`config.mk`:
```
export PLATFORM = sky130hd
export DESIGN_NAME = smoke_two_channel_integrating_detector_core
export DESIGN_NICKNAME = d
export VERILOG_FILES = /design/src/rtl/stcid_pkg.sv /design/src/rtl/stcid_ram.sv /design/src/rtl/smoke_two_channel_integrating_detector_core.sv
export SDC_FILE = /design/constraint.sdc
export NUM_CORES = 2
export LEC_CHECK = 0
export BUFFER_PORTS_ARGS = -buffer_cell sky130_fd_sc_hd__buf_2
export CORE_ASPECT_RATIO = 1.1
export CORE_MARGIN = 4
export CORE_UTILIZATION = 35
export DETAILED_ROUTE_END_ITERATION = 10
export GPL_ROUTABILITY_DRIVEN = 0
export MAX_ROUTING_LAYER = met4
export PLACE_DENSITY = 0.52
export SYNTH_ARGS = -nofsm -noshare
export SYNTH_HDL_FRONTEND = slang
export SYNTH_SLANG_ARGS = --single-unit
```
`constraint.sdc`:
```
create_clock -name i_clk -period 12.9 [get_ports i_clk]
set_clock_uncertainty 0.2 [all_clocks]
set_input_delay 2.58 -clock i_clk [delete_from_list [all_inputs] [get_ports i_clk]]
set_output_delay 2.58 -clock i_clk [all_outputs]
set_load 0.01 [all_outputs]
```
`src/rtl/stcid_pkg.sv`:
```
// Shared constants, register codes and sequencer states for the smoke detector core.
package stcid_pkg;

    localparam int WINDOW_DEF      = 10;
    localparam int SAMPLE_BITS_DEF = 16;
    localparam int FRAC_BITS       = 16;
    localparam int LEVEL_W         = 31;
    localparam int CFG_ADDR_W      = 5;

    localparam logic [31:0] BASELINE_RST  = 32'd278528;
    localparam logic [31:0] ERR_LIMIT_RST = 32'd139264;
    localparam logic [31:0] DET_THR_RST   = 32'd69632;
    localparam logic [31:0] IR_CEIL_RST   = 32'd78643;
    localparam logic [15:0] SCALE_RST     = 16'd6554;
    localparam logic [15:0] GAIN_RST      = 16'd13107;

    localparam logic [LEVEL_W-1:0] LEVEL_MAX = {LEVEL_W{1'b1}};

    localparam logic [1:0] ACT_PUSH  = 2'd0;
    localparam logic [1:0] ACT_EVAL  = 2'd1;
    localparam logic [1:0] ACT_CLEAR = 2'd2;

    typedef enum logic [2:0] {
        REG_BASELINE  = 3'd0,
        REG_ERR_LIMIT = 3'd1,
        REG_DET_THR   = 3'd2,
        REG_IR_CEIL   = 3'd3,
        REG_SCALE     = 3'd4,
        REG_GAIN      = 3'd5
    } t_reg_idx;

    typedef enum logic [3:0] {
        S_IDLE,
        S_UPD,
        S_DIV,
        S_E_LO,
        S_E_HI,
        S_E_ERR,
        S_E_GAIN,
        S_E_ACC,
        S_DONE
    } t_state;

endpackage

```
`src/rtl/stcid_ram.sv`:
```
// Generic simple dual-port RAM with registered read.
module stcid_ram #(
    parameter int WIDTH = 32,
    parameter int DEPTH = 16
) (
    input  logic                     i_clk,
    input  logic                     i_we,
    input  logic [$clog2(DEPTH)-1:0] i_waddr,
    input  logic [WIDTH-1:0]         i_wdata,
    input  logic                     i_re,
    input  logic [$clog2(DEPTH)-1:0] i_raddr,
    output logic [WIDTH-1:0]         o_rdata
);
    logic [WIDTH-1:0] r_mem [DEPTH];

    always_ff @(posedge i_clk) begin
        if (i_we) begin
            r_mem[i_waddr] <= i_wdata;
        end
        if (i_re) begin
            o_rdata <= r_mem[i_raddr];
        end
    end
endmodule

```
`src/rtl/smoke_two_channel_integrating_detector_core.sv`:
```
// Two-channel smoke detector core: moving averages, clamped error integrators, detect latch.
//
//  channel | direction | handshake                 | beat contents
//  --------+-----------+---------------------------+------------------------------------------
//  in      | input     | i_in_valid / o_in_ready   | action, ir_sample, blue_sample
//  out     | output    | o_out_valid / i_out_ready | smoke_detected, ir/blue mean, ir/blue level
//  cfg     | input     | psel/penable/pwrite/pready| six registers at paddr 4*i
//
// Push: a constant reciprocal multiply gives the integer part of each mean, the remainder picks
// the fraction from a small table. Evaluate: five steps per channel through one shared multiplier.
// Each result becomes valid in the same cycle as the input side is ready again.
// One item at a time; a new item is taken while a finished result waits in the output
// register, and its result waits in the done state until that register frees up.
// Synchronous active-low reset; window store needs no clearing pass (wrap flag masks it).
module smoke_two_channel_integrating_detector_core #(
    parameter int WINDOW      = stcid_pkg::WINDOW_DEF,
    parameter int SAMPLE_BITS = stcid_pkg::SAMPLE_BITS_DEF
) (
    input  logic                             i_clk,
    input  logic                             i_rst_n,
    input  logic                             i_in_valid,
    output logic                             o_in_ready,
    input  logic [1:0]                       i_action,
    input  logic [15:0]                      i_ir_sample,
    input  logic [15:0]                      i_blue_sample,
    output logic                             o_out_valid,
    input  logic                             i_out_ready,
    output logic                             o_smoke_detected,
    output logic [15:0]                      o_ir_mean,
    output logic [15:0]                      o_blue_mean,
    output logic [stcid_pkg::LEVEL_W-1:0]    o_ir_level,
    output logic [stcid_pkg::LEVEL_W-1:0]    o_blue_level,
    input  logic                             psel,
    input  logic                             penable,
    input  logic                             pwrite,
    input  logic [stcid_pkg::CFG_ADDR_W-1:0] paddr,
    input  logic [31:0]                      pwdata,
    output logic [31:0]                      prdata,
    output logic                             pready
);
    import stcid_pkg::*;

    localparam int PW     = $clog2(WINDOW);
    localparam int SUM_W  = SAMPLE_BITS + $clog2(WINDOW);
    localparam int D_W    = SUM_W + FRAC_BITS;
    localparam int CW     = 1;
    localparam int MA_W   = (SUM_W + 1 > 33) ? SUM_W + 1 : 33;
    localparam int PROD_W = MA_W + 17;
    localparam int SC_W   = SUM_W + 17;
    localparam int DIFF_W = ((SC_W > 32) ? SC_W : 32) + 1;
    localparam int ACC_W  = 35;
    // floor(sum / WINDOW) = (sum * RECIP) >> RSH for every sum below 2**SUM_W
    localparam int RSH    = SUM_W + PW;
    localparam int RCP_W  = SUM_W + 2;
    localparam int QP_W   = SUM_W + RCP_W;
    localparam logic [RCP_W-1:0] RECIP =
        RCP_W'(((64'd1 << RSH) + 64'(WINDOW) - 64'd1) / 64'(WINDOW));

    // fraction of the mean for a given remainder: floor(rem * 2**16 / WINDOW)
    function automatic logic [FRAC_BITS-1:0] frac_of(input logic [PW-1:0] r);
        logic [FRAC_BITS-1:0] f;
        f = '0;
        for (int k = 0; k < WINDOW; k++) begin
            if (r == PW'(k)) begin
                f = FRAC_BITS'((k << FRAC_BITS) / WINDOW);
            end
        end
        return f;
    endfunction

    // configuration
    logic [31:0] r_baseline, r_err_limit, r_det_thr, r_ir_ceil;
    logic [15:0] r_scale, r_gain;

    // control and state
    t_state                 r_state, n_state;
    logic [PW-1:0]          r_pos;
    logic                   r_full;
    logic [SUM_W-1:0]       r_ir_sum, r_bl_sum;
    logic [D_W-1:0]         r_dq_ir, r_dq_bl;
    logic [CW-1:0]          r_cnt;
    logic                   r_ch;
    logic [LEVEL_W-1:0]     r_ir_integ, r_bl_integ;
    logic                   r_flag;
    logic                   r_out_valid;

    // payload
    logic [SAMPLE_BITS-1:0] r_ir_s, r_bl_s;
    logic signed [PROD_W-1:0] r_prod;
    logic [15:0]            r_frac;
    logic signed [32:0]     r_err;
    logic                   r_o_det;
    logic [15:0]            r_o_irm, r_o_blm;
    logic [LEVEL_W-1:0]     r_o_irl, r_o_bll;

    logic in_acc, out_acc, cfg_wr, capture;
    logic [2*SAMPLE_BITS-1:0] ram_rdata;

    assign in_acc  = i_in_valid && o_in_ready;
    assign out_acc = r_out_valid && i_out_ready;
    assign cfg_wr  = psel && penable && pwrite && pready;
    assign capture = (r_state == S_DONE) && (!r_out_valid || i_out_ready);

    assign o_in_ready       = (r_state == S_IDLE);
    assign o_out_valid      = r_out_valid;
    assign o_smoke_detected = r_o_det;
    assign o_ir_mean        = r_o_irm;
    assign o_blue_mean      = r_o_blm;
    assign o_ir_level       = r_o_irl;
    assign o_blue_level     = r_o_bll;
    assign pready           = 1'b1;

    // ---------------- configuration port
    always_ff @(posedge i_clk) begin
        if (!i_rst_n) begin
            r_baseline  <= BASELINE_RST;
            r_err_limit <= ERR_LIMIT_RST;
            r_det_thr   <= DET_THR_RST;
            r_ir_ceil   <= IR_CEIL_RST;
            r_scale     <= SCALE_RST;
            r_gain      <= GAIN_RST;
        end else if (cfg_wr) begin
            unique case (t_reg_idx'(paddr[CFG_ADDR_W-1:2]))
                REG_BASELINE:  r_baseline  <= pwdata;
                REG_ERR_LIMIT: r_err_limit <= pwdata;
                REG_DET_THR:   r_det_thr   <= pwdata;
                REG_IR_CEIL:   r_ir_ceil   <= pwdata;
                REG_SCALE:     r_scale     <= pwdata[15:0];
                REG_GAIN:      r_gain      <= pwdata[15:0];
                default: ;
            endcase
        end
    end

    always_comb begin
        unique case (t_reg_idx'(paddr[CFG_ADDR_W-1:2]))
            REG_BASELINE:  prdata = r_baseline;
            REG_ERR_LIMIT: prdata = r_err_limit;
            REG_DET_THR:   prdata = r_det_thr;
            REG_IR_CEIL:   prdata = r_ir_ceil;
            REG_SCALE:     prdata = {16'h0000, r_scale};
            REG_GAIN:      prdata = {16'h0000, r_gain};
            default:       prdata = 32'h0000_0000;
        endcase
    end

    // ---------------- sample window store (both channels in one word)
    stcid_ram #(
        .WIDTH (2 * SAMPLE_BITS),
        .DEPTH (WINDOW)
    ) u_win (
        .i_clk   (i_clk),
        .i_we    (r_state == S_UPD),
        .i_waddr (r_pos),
        .i_wdata ({r_ir_s, r_bl_s}),
        .i_re    (in_acc && (i_action == ACT_PUSH)),
        .i_raddr (r_pos),
        .o_rdata (ram_rdata)
    );

    // entries are only read after they were written once the ring has wrapped
    logic [SAMPLE_BITS-1:0] old_ir, old_bl;
    logic [SUM_W-1:0]       ir_sum_new, bl_sum_new;
    assign old_ir     = r_full ? ram_rdata[2*SAMPLE_BITS-1:SAMPLE_BITS] : '0;
    assign old_bl     = r_full ? ram_rdata[SAMPLE_BITS-1:0] : '0;
    assign ir_sum_new = r_ir_sum - SUM_W'(old_ir) + SUM_W'(r_ir_s);
    assign bl_sum_new = r_bl_sum - SUM_W'(old_bl) + SUM_W'(r_bl_s);

    // ---------------- mean by WINDOW, two lanes: quotient first, then fraction
    logic [QP_W-1:0]      qp_ir, qp_bl;
    logic [SUM_W-1:0]     q_ir, q_bl, rem_ir, rem_bl;
    logic [FRAC_BITS-1:0] fr_ir, fr_bl;
    always_comb begin
        qp_ir  = QP_W'(r_ir_sum) * QP_W'(RECIP);
        qp_bl  = QP_W'(r_bl_sum) * QP_W'(RECIP);
        q_ir   = SUM_W'(qp_ir >> RSH);
        q_bl   = SUM_W'(qp_bl >> RSH);
        // quotient already sits in the upper bits of r_dq_*
        rem_ir = r_ir_sum - r_dq_ir[D_W-1:FRAC_BITS] * SUM_W'(WINDOW);
        rem_bl = r_bl_sum - r_dq_bl[D_W-1:FRAC_BITS] * SUM_W'(WINDOW);
        fr_ir  = frac_of(rem_ir[PW-1:0]);
        fr_bl  = frac_of(rem_bl[PW-1:0]);
    end

    // ---------------- shared multiplier and evaluate datapath
    logic [D_W-1:0]            mfx;
    logic signed [MA_W-1:0]    mul_a;
    logic signed [16:0]        mul_b;
    logic signed [PROD_W-1:0]  mul_p;
    logic [SC_W-1:0]           scaled;
    logic signed [DIFF_W-1:0]  diff, lim, err_c;
    logic signed [32:0]        step;
    logic signed [ACC_W-1:0]   acc, acc_c, ceil_s;
    logic [LEVEL_W-1:0]        integ_sel, integ_new;

    assign mfx = r_ch ? r_dq_bl : r_dq_ir;

    always_comb begin
        mul_a = '0;
        mul_b = '0;
        unique case (r_state)
            S_E_LO: begin
                mul_a = MA_W'(mfx[FRAC_BITS-1:0]);
                mul_b = 17'(r_scale);
            end
            S_E_HI: begin
                mul_a = MA_W'(mfx[D_W-1:FRAC_BITS]);
                mul_b = 17'(r_scale);
            end
            S_E_GAIN: begin
                mul_a = MA_W'(r_err);
                mul_b = 17'(r_gain);
            end
            default: ;
        endcase
        mul_p = mul_a * mul_b;
    end

    always_comb begin
        scaled    = SC_W'(r_prod[SC_W-2:0]) + SC_W'(r_frac);
        diff      = $signed(DIFF_W'(scaled)) - $signed(DIFF_W'(r_baseline));
        lim       = $signed(DIFF_W'(r_err_limit));
        err_c     = (diff > lim) ? lim : diff;
        step      = r_prod[48:16];
        integ_sel = r_ch ? r_bl_integ : r_ir_integ;
        acc       = $signed(ACC_W'(integ_sel)) + step;
        ceil_s    = $signed(ACC_W'(r_ir_ceil));
        acc_c     = (!r_ch && (acc > ceil_s)) ? ceil_s : acc;
        if (acc_c < 0) begin
            integ_new = '0;
        end else if (acc_c > $signed(ACC_W'(LEVEL_MAX))) begin
            integ_new = LEVEL_MAX;
        end else begin
            integ_new = acc_c[LEVEL_W-1:0];
        end
    end

    function automatic logic [15:0] sat_mean(input logic [D_W-1:0] q);
        logic [D_W-1:0] hx;
        hx = D_W'(q[D_W-1:FRAC_BITS]);
        return (|hx[D_W-1:16]) ? 16'hFFFF : hx[15:0];
    endfunction

    // ---------------- sequencer
    always_ff @(posedge i_clk) begin
        if (!i_rst_n) begin
            r_state <= S_IDLE;
        end else begin
            r_state <= n_state;
        end
    end

    always_comb begin
        n_state = r_state;
        unique case (r_state)
            S_IDLE: begin
                if (in_acc) begin
                    unique case (i_action)
                        ACT_PUSH: n_state = S_UPD;
                        ACT_EVAL: n_state = S_E_LO;
                        default:  n_state = S_DONE;
                    endcase
                end
            end
            S_UPD:    n_state = S_DIV;
            S_DIV:    n_state = (r_cnt == '0) ? S_DONE : S_DIV;
            S_E_LO:   n_state = S_E_HI;
            S_E_HI:   n_state = S_E_ERR;
            S_E_ERR:  n_state = S_E_GAIN;
            S_E_GAIN: n_state = S_E_ACC;
            S_E_ACC:  n_state = r_ch ? S_DONE : S_E_LO;
            S_DONE:   n_state = capture ? S_IDLE : S_DONE;
            default:  n_state = S_IDLE;
        endcase
    end

    // ---------------- block state
    always_ff @(posedge i_clk) begin
        if (!i_rst_n) begin
            r_pos       <= '0;
            r_full      <= 1'b0;
            r_ir_sum    <= '0;
            r_bl_sum    <= '0;
            r_dq_ir     <= '0;
            r_dq_bl     <= '0;
            r_cnt       <= '0;
            r_ch        <= 1'b0;
            r_ir_integ  <= '0;
            r_bl_integ  <= '0;
            r_flag      <= 1'b0;
            r_out_valid <= 1'b0;
        end else begin
            unique case (r_state)
                S_IDLE: begin
                    r_ch <= 1'b0;
                    if (in_acc && (i_action == ACT_CLEAR)) begin
                        r_ir_integ <= '0;
                        r_bl_integ <= '0;
                        r_flag     <= 1'b0;
                    end
                end
                S_UPD: begin
                    r_ir_sum <= ir_sum_new;
                    r_bl_sum <= bl_sum_new;
                    r_cnt    <= CW'(1);
                    if (r_pos == PW'(WINDOW - 1)) begin
                        r_pos  <= '0;
                        r_full <= 1'b1;
                    end else begin
                        r_pos <= r_pos + 1'b1;
                    end
                end
                S_DIV: begin
                    if (r_cnt != '0) begin
                        r_dq_ir <= {q_ir, {FRAC_BITS{1'b0}}};
                        r_dq_bl <= {q_bl, {FRAC_BITS{1'b0}}};
                    end else begin
                        r_dq_ir <= {r_dq_ir[D_W-1:FRAC_BITS], fr_ir};
                        r_dq_bl <= {r_dq_bl[D_W-1:FRAC_BITS], fr_bl};
                    end
                    r_cnt <= r_cnt - 1'b1;
                end
                S_E_ACC: begin
                    if (r_ch) begin
                        r_bl_integ <= integ_new;
                    end else begin
                        r_ir_integ <= integ_new;
                        if ({1'b0, integ_new} > r_det_thr) begin
                            r_flag <= 1'b1;
                        end
                    end
                    r_ch <= 1'b1;
                end
                default: ;
            endcase

            if (capture) begin
                r_out_valid <= 1'b1;
            end else if (out_acc) begin
                r_out_valid <= 1'b0;
            end
        end
    end

    // ---------------- payload registers
    always_ff @(posedge i_clk) begin
        if (in_acc) begin
            r_ir_s <= SAMPLE_BITS'(i_ir_sample);
            r_bl_s <= SAMPLE_BITS'(i_blue_sample);
        end
        if (r_state == S_E_LO || r_state == S_E_HI || r_state == S_E_GAIN) begin
            r_prod <= mul_p;
        end
        if (r_state == S_E_HI) begin
            r_frac <= r_prod[31:16];
        end
        if (r_state == S_E_ERR) begin
            r_err <= err_c[32:0];
        end
        if (capture) begin
            r_o_det <= r_flag;
            r_o_irm <= sat_mean(r_dq_ir);
            r_o_blm <= sat_mean(r_dq_bl);
            r_o_irl <= r_ir_integ;
            r_o_bll <= r_bl_integ;
        end
    end
endmodule

```
==> flow_metrics.env <==
export IMPL_hold_violations=0
export IMPL_viasPerCell=5.03
export IMPL_syn_area_per_cell_um2=10.1
export IMPL_grt_max_degree=82
export IMPL_crit_type="reg -> reg"
export IMPL_reg2reg_from="r_state[0]"
export IMPL_route_detailed_drc=0
export IMPL_final_antenna_net_count=0
export IMPL_cts_repair_resized=0
export IMPL_start_util_pct=35.3
export IMPL_cts_tree="done"
export IMPL_final_setup_viol_count=0
export IMPL_die_area_um2=223000
export IMPL_p_clk_share_pct=32.5
export IMPL_die_h_um=495
export IMPL_period_minus_slack_ns=10.03
export IMPL_drive_gt1_share_pct=8.59
export IMPL_synth_largest_area_cell="edfxtp_1"
export IMPL_yosysSeqAreaShare_pct=31.4
export IMPL_synth_edf_count=577
export IMPL_maxSlewHeadroom_pct=21.6
export IMPL_ir_drop_uv=98.4
export IMPL_post_synth_top_count_cell="inv_1"
export IMPL_ys_types=92
export IMPL_rsz0062_at_grt="false"
export IMPL_clk_pin_slew_ns=0.06
export IMPL_setup_ws_ns=2.87
export IMPL_async_reset_ff_share_pct=0
export IMPL_leakagePower_nw=35.5
export IMPL_switching_share_pct=33.9
export IMPL_p_int_mw=6.06
export IMPL_root_buffer="clkbuf_16"
export IMPL_fin_tns_setup_ns=0
export IMPL_ios=208
export IMPL_h_tree_depth=3
export IMPL_drv_cap=0
export IMPL_synth_top_cell_area_share_pct=22.9
export IMPL_first_pass_iters=8
export IMPL_worstMarginPinSlew_ns=1.18
export IMPL_drv_slew=0
export IMPL_dr_total_vias=53000
export IMPL_synth_area_top_cells="edfxtp_1 (23%), fa_1 (22%), ha_1 (12%), dfxtp_1 (8.5%), inv_1 (6.9%)"
export IMPL_critPathMostFrequentCell="fa_1"
export IMPL_power_density_nw_per_um2=110
export IMPL_synth_ff_type="edfxtp_1"
export IMPL_clockBufferDepth=3
export IMPL_hp_class="reg -> reg"
export IMPL_hpwl_um=167000
export IMPL_antenna_found_initial=17
export IMPL_cp_arrival_ns=10.32
export IMPL_comb_power_share_pct=31.0
export IMPL_syn_cell_area_um2=75500
export IMPL_grt_first_pass_wirelength_um=332000
export IMPL_synth_commonest_cells="inv_1 (1396), nand2_1 (916), fa_1 (827)"
export IMPL_worst_path_largest_cell_delay_ns=0.79
export IMPL_core_area_um2=214000
export IMPL_cts_sinks=896
export IMPL_p_sw_mw=3.12
export IMPL_synth_nets=9111
export IMPL_first_global_vias=54700
export IMPL_drtIter0Drc=3696
export IMPL_ys_ff_latch=896
export IMPL_n_fill_cell=21300
export IMPL_critPathLaunch="r_state[0]"
export IMPL_period_share_pct=77.7
export IMPL_critPathLaunchType="register"
export IMPL_postSynthCellCount=7467
export IMPL_nNetsFinal=9217
export IMPL_areaGrowthSynthToFinish_pct=10.2
export IMPL_wl_per_cell_um=20.4
export IMPL_cp_required_ns=13.19
export IMPL_grt_overflow=0
export IMPL_num_rows=178
export IMPL_grt_util_all_layers_pct=19.8
export IMPL_die_w_um=451
export IMPL_insertion_delay_ns=0.79
export IMPL_seqPwrFrac_pct=36.5
export IMPL_cp_slowest_cell="a22o_2"
export IMPL_place_ws_ns=3.02
export IMPL_numCtsBuffers=99
export IMPL_end_kind="register"
export IMPL_max_freq_mhz=99.7
export IMPL_path_max_fanout=35
export IMPL_hold_start="r_bl_integ[22]"
export IMPL_ys_warn_count=0
export IMPL_hold_buffers=0
export IMPL_status="complete, no violations"
export IMPL_cts_setup_buffers=0
export IMPL_io_buffers=204
export IMPL_wl_um=215000
==> path summary, 6_finish.rpt <==
path | depth (start not counted) | to | slack [ns]
setup / recovery | 29 | r_prod[47] | 2.87
hold / removal | 0 | o_blue_level[22] | 0.25
setup reg to reg | 29 | r_prod[47] | 2.87
hold reg to reg | 0 | o_blue_level[22] | 0.25
==> routing by layer <==
layer / global-route usage (%) / vias to the layer above / share of wire [%]
li1: - / 24700 / -
met1: 26.5 / 26700 / 45
met2: 32.3 / 1260 / 48
met3: 2.01 / 287 / 4.5
met4: 5.04 / 0 / 2.6
met5: - / - / 0
==> power groups by stage <==
stage	combinational, mW	sequential (mW)	clock [mW]
after floorplan	2.05	3.35	0
after global placement	2.82	3.41	0
after detailed placement	2.84	3.41	0
after CTS	2.89	3.35	3.06
after global routing	3.28	3.37	3.17
final	2.85	3.35	2.98
==> worst max-delay path, delay by kind of cell (launching register included) <==
family          cells  cell delay [ns]
compound gates     11             3.77
buf+inv             6             0.62
simple gates        4             1.28
fa+ha+maj           7             3.26
xor+xnor            1             0.16
flops               1             0.36
==> per-stage QoR <==
step                hold slack, ns  cell area (µm²)  instances  utilization [%]  power [mW]
floorplan                    0.208            75500       7467                -        5.40
global placement             0.238            79800      10400             37.3        6.22
detailed placement           0.240            79800      10400             37.3        6.26
CTS                          0.252            83300      10500             38.9        9.30
global route                 0.254            83300      10500             38.9        9.81
finish                       0.248            83300      10500             38.9        9.18
==> placed cells by master (no fill, tap or decap), types with 30 or more instances in the layout <==
master	count
o21a_1	53
nand2b_1	34
o31ai_1	30
nor3_1	75
clkbuf_16	99
a21o_1	71
dfxtp_1	313
nand4_1	40
mux2_2	36
nor2b_1	81
nand3_1	104
and2_1	73
xnor2_1	128
a21oi_1	396
edfxtp_1	577
mux4_2	64
a211oi_1	51
buf_4	78
xor2_1	44
a22oi_1	98
fa_1	827
buf_2	204
or2_2	42
nand2_1	914
nor2_1	397
inv_1	1395
mux2_1	30
ha_1	739
mux2i_1	76
o21ai_0	144
==> cells by family (layout without fill, tap and decap cells) <==
logic type	after synthesis	after routing	share of synthesized area, %
AO/OA/AOI/OAI	1072	1072	9.13
buffers and inverters	1673	1865	8.39
XOR/XNOR	172	172	1.99
other	1	6	0.00497
multiplexers	206	206	3.90
flip-flops	896	896	31.4
AND/OR/NAND/NOR	1881	1881	11.0
adder cells (fa/ha/maj)	1566	1566	34.2
==> area by class of cell <==
type                       instances  area [µm²]  share of cell area, %
clock inverter                    68         847                   1.02
sequential                       896       23700                   28.5
antenna                            5        12.5                 0.0150
clock buffer                     119        2580                   3.10
tap                             2880        3600                   4.33
inverter                        1396        5250                   6.30
multi-input combinational       4898       45600                   54.8
timing repair buffer             282        1610                   1.93
==> sequential cells by signal (all words and copies together) (netlist names), 16 cells and up <==
| register | flops |
|---|---|
| u_win.r_mem | 320 |
| r_prod | 49 |
| r_err | 33 |
| r_baseline | 32 |
| r_det_thr | 32 |
| r_err_limit | 32 |
| r_ir_ceil | 32 |
| u_win.o_rdata | 32 |
| o_blue_level | 31 |
| o_ir_level | 31 |
| r_bl_integ | 31 |
| r_ir_integ | 31 |
| r_dq_bl | 22 |
| r_dq_ir | 22 |
| r_bl_sum | 20 |
| r_ir_sum | 20 |
| o_blue_mean | 16 |
| o_ir_mean | 16 |
| r_bl_s | 16 |
| r_frac | 16 |
| r_gain | 16 |
| r_ir_s | 16 |
| r_scale | 16 |
(Power assumes the default switching activity.)
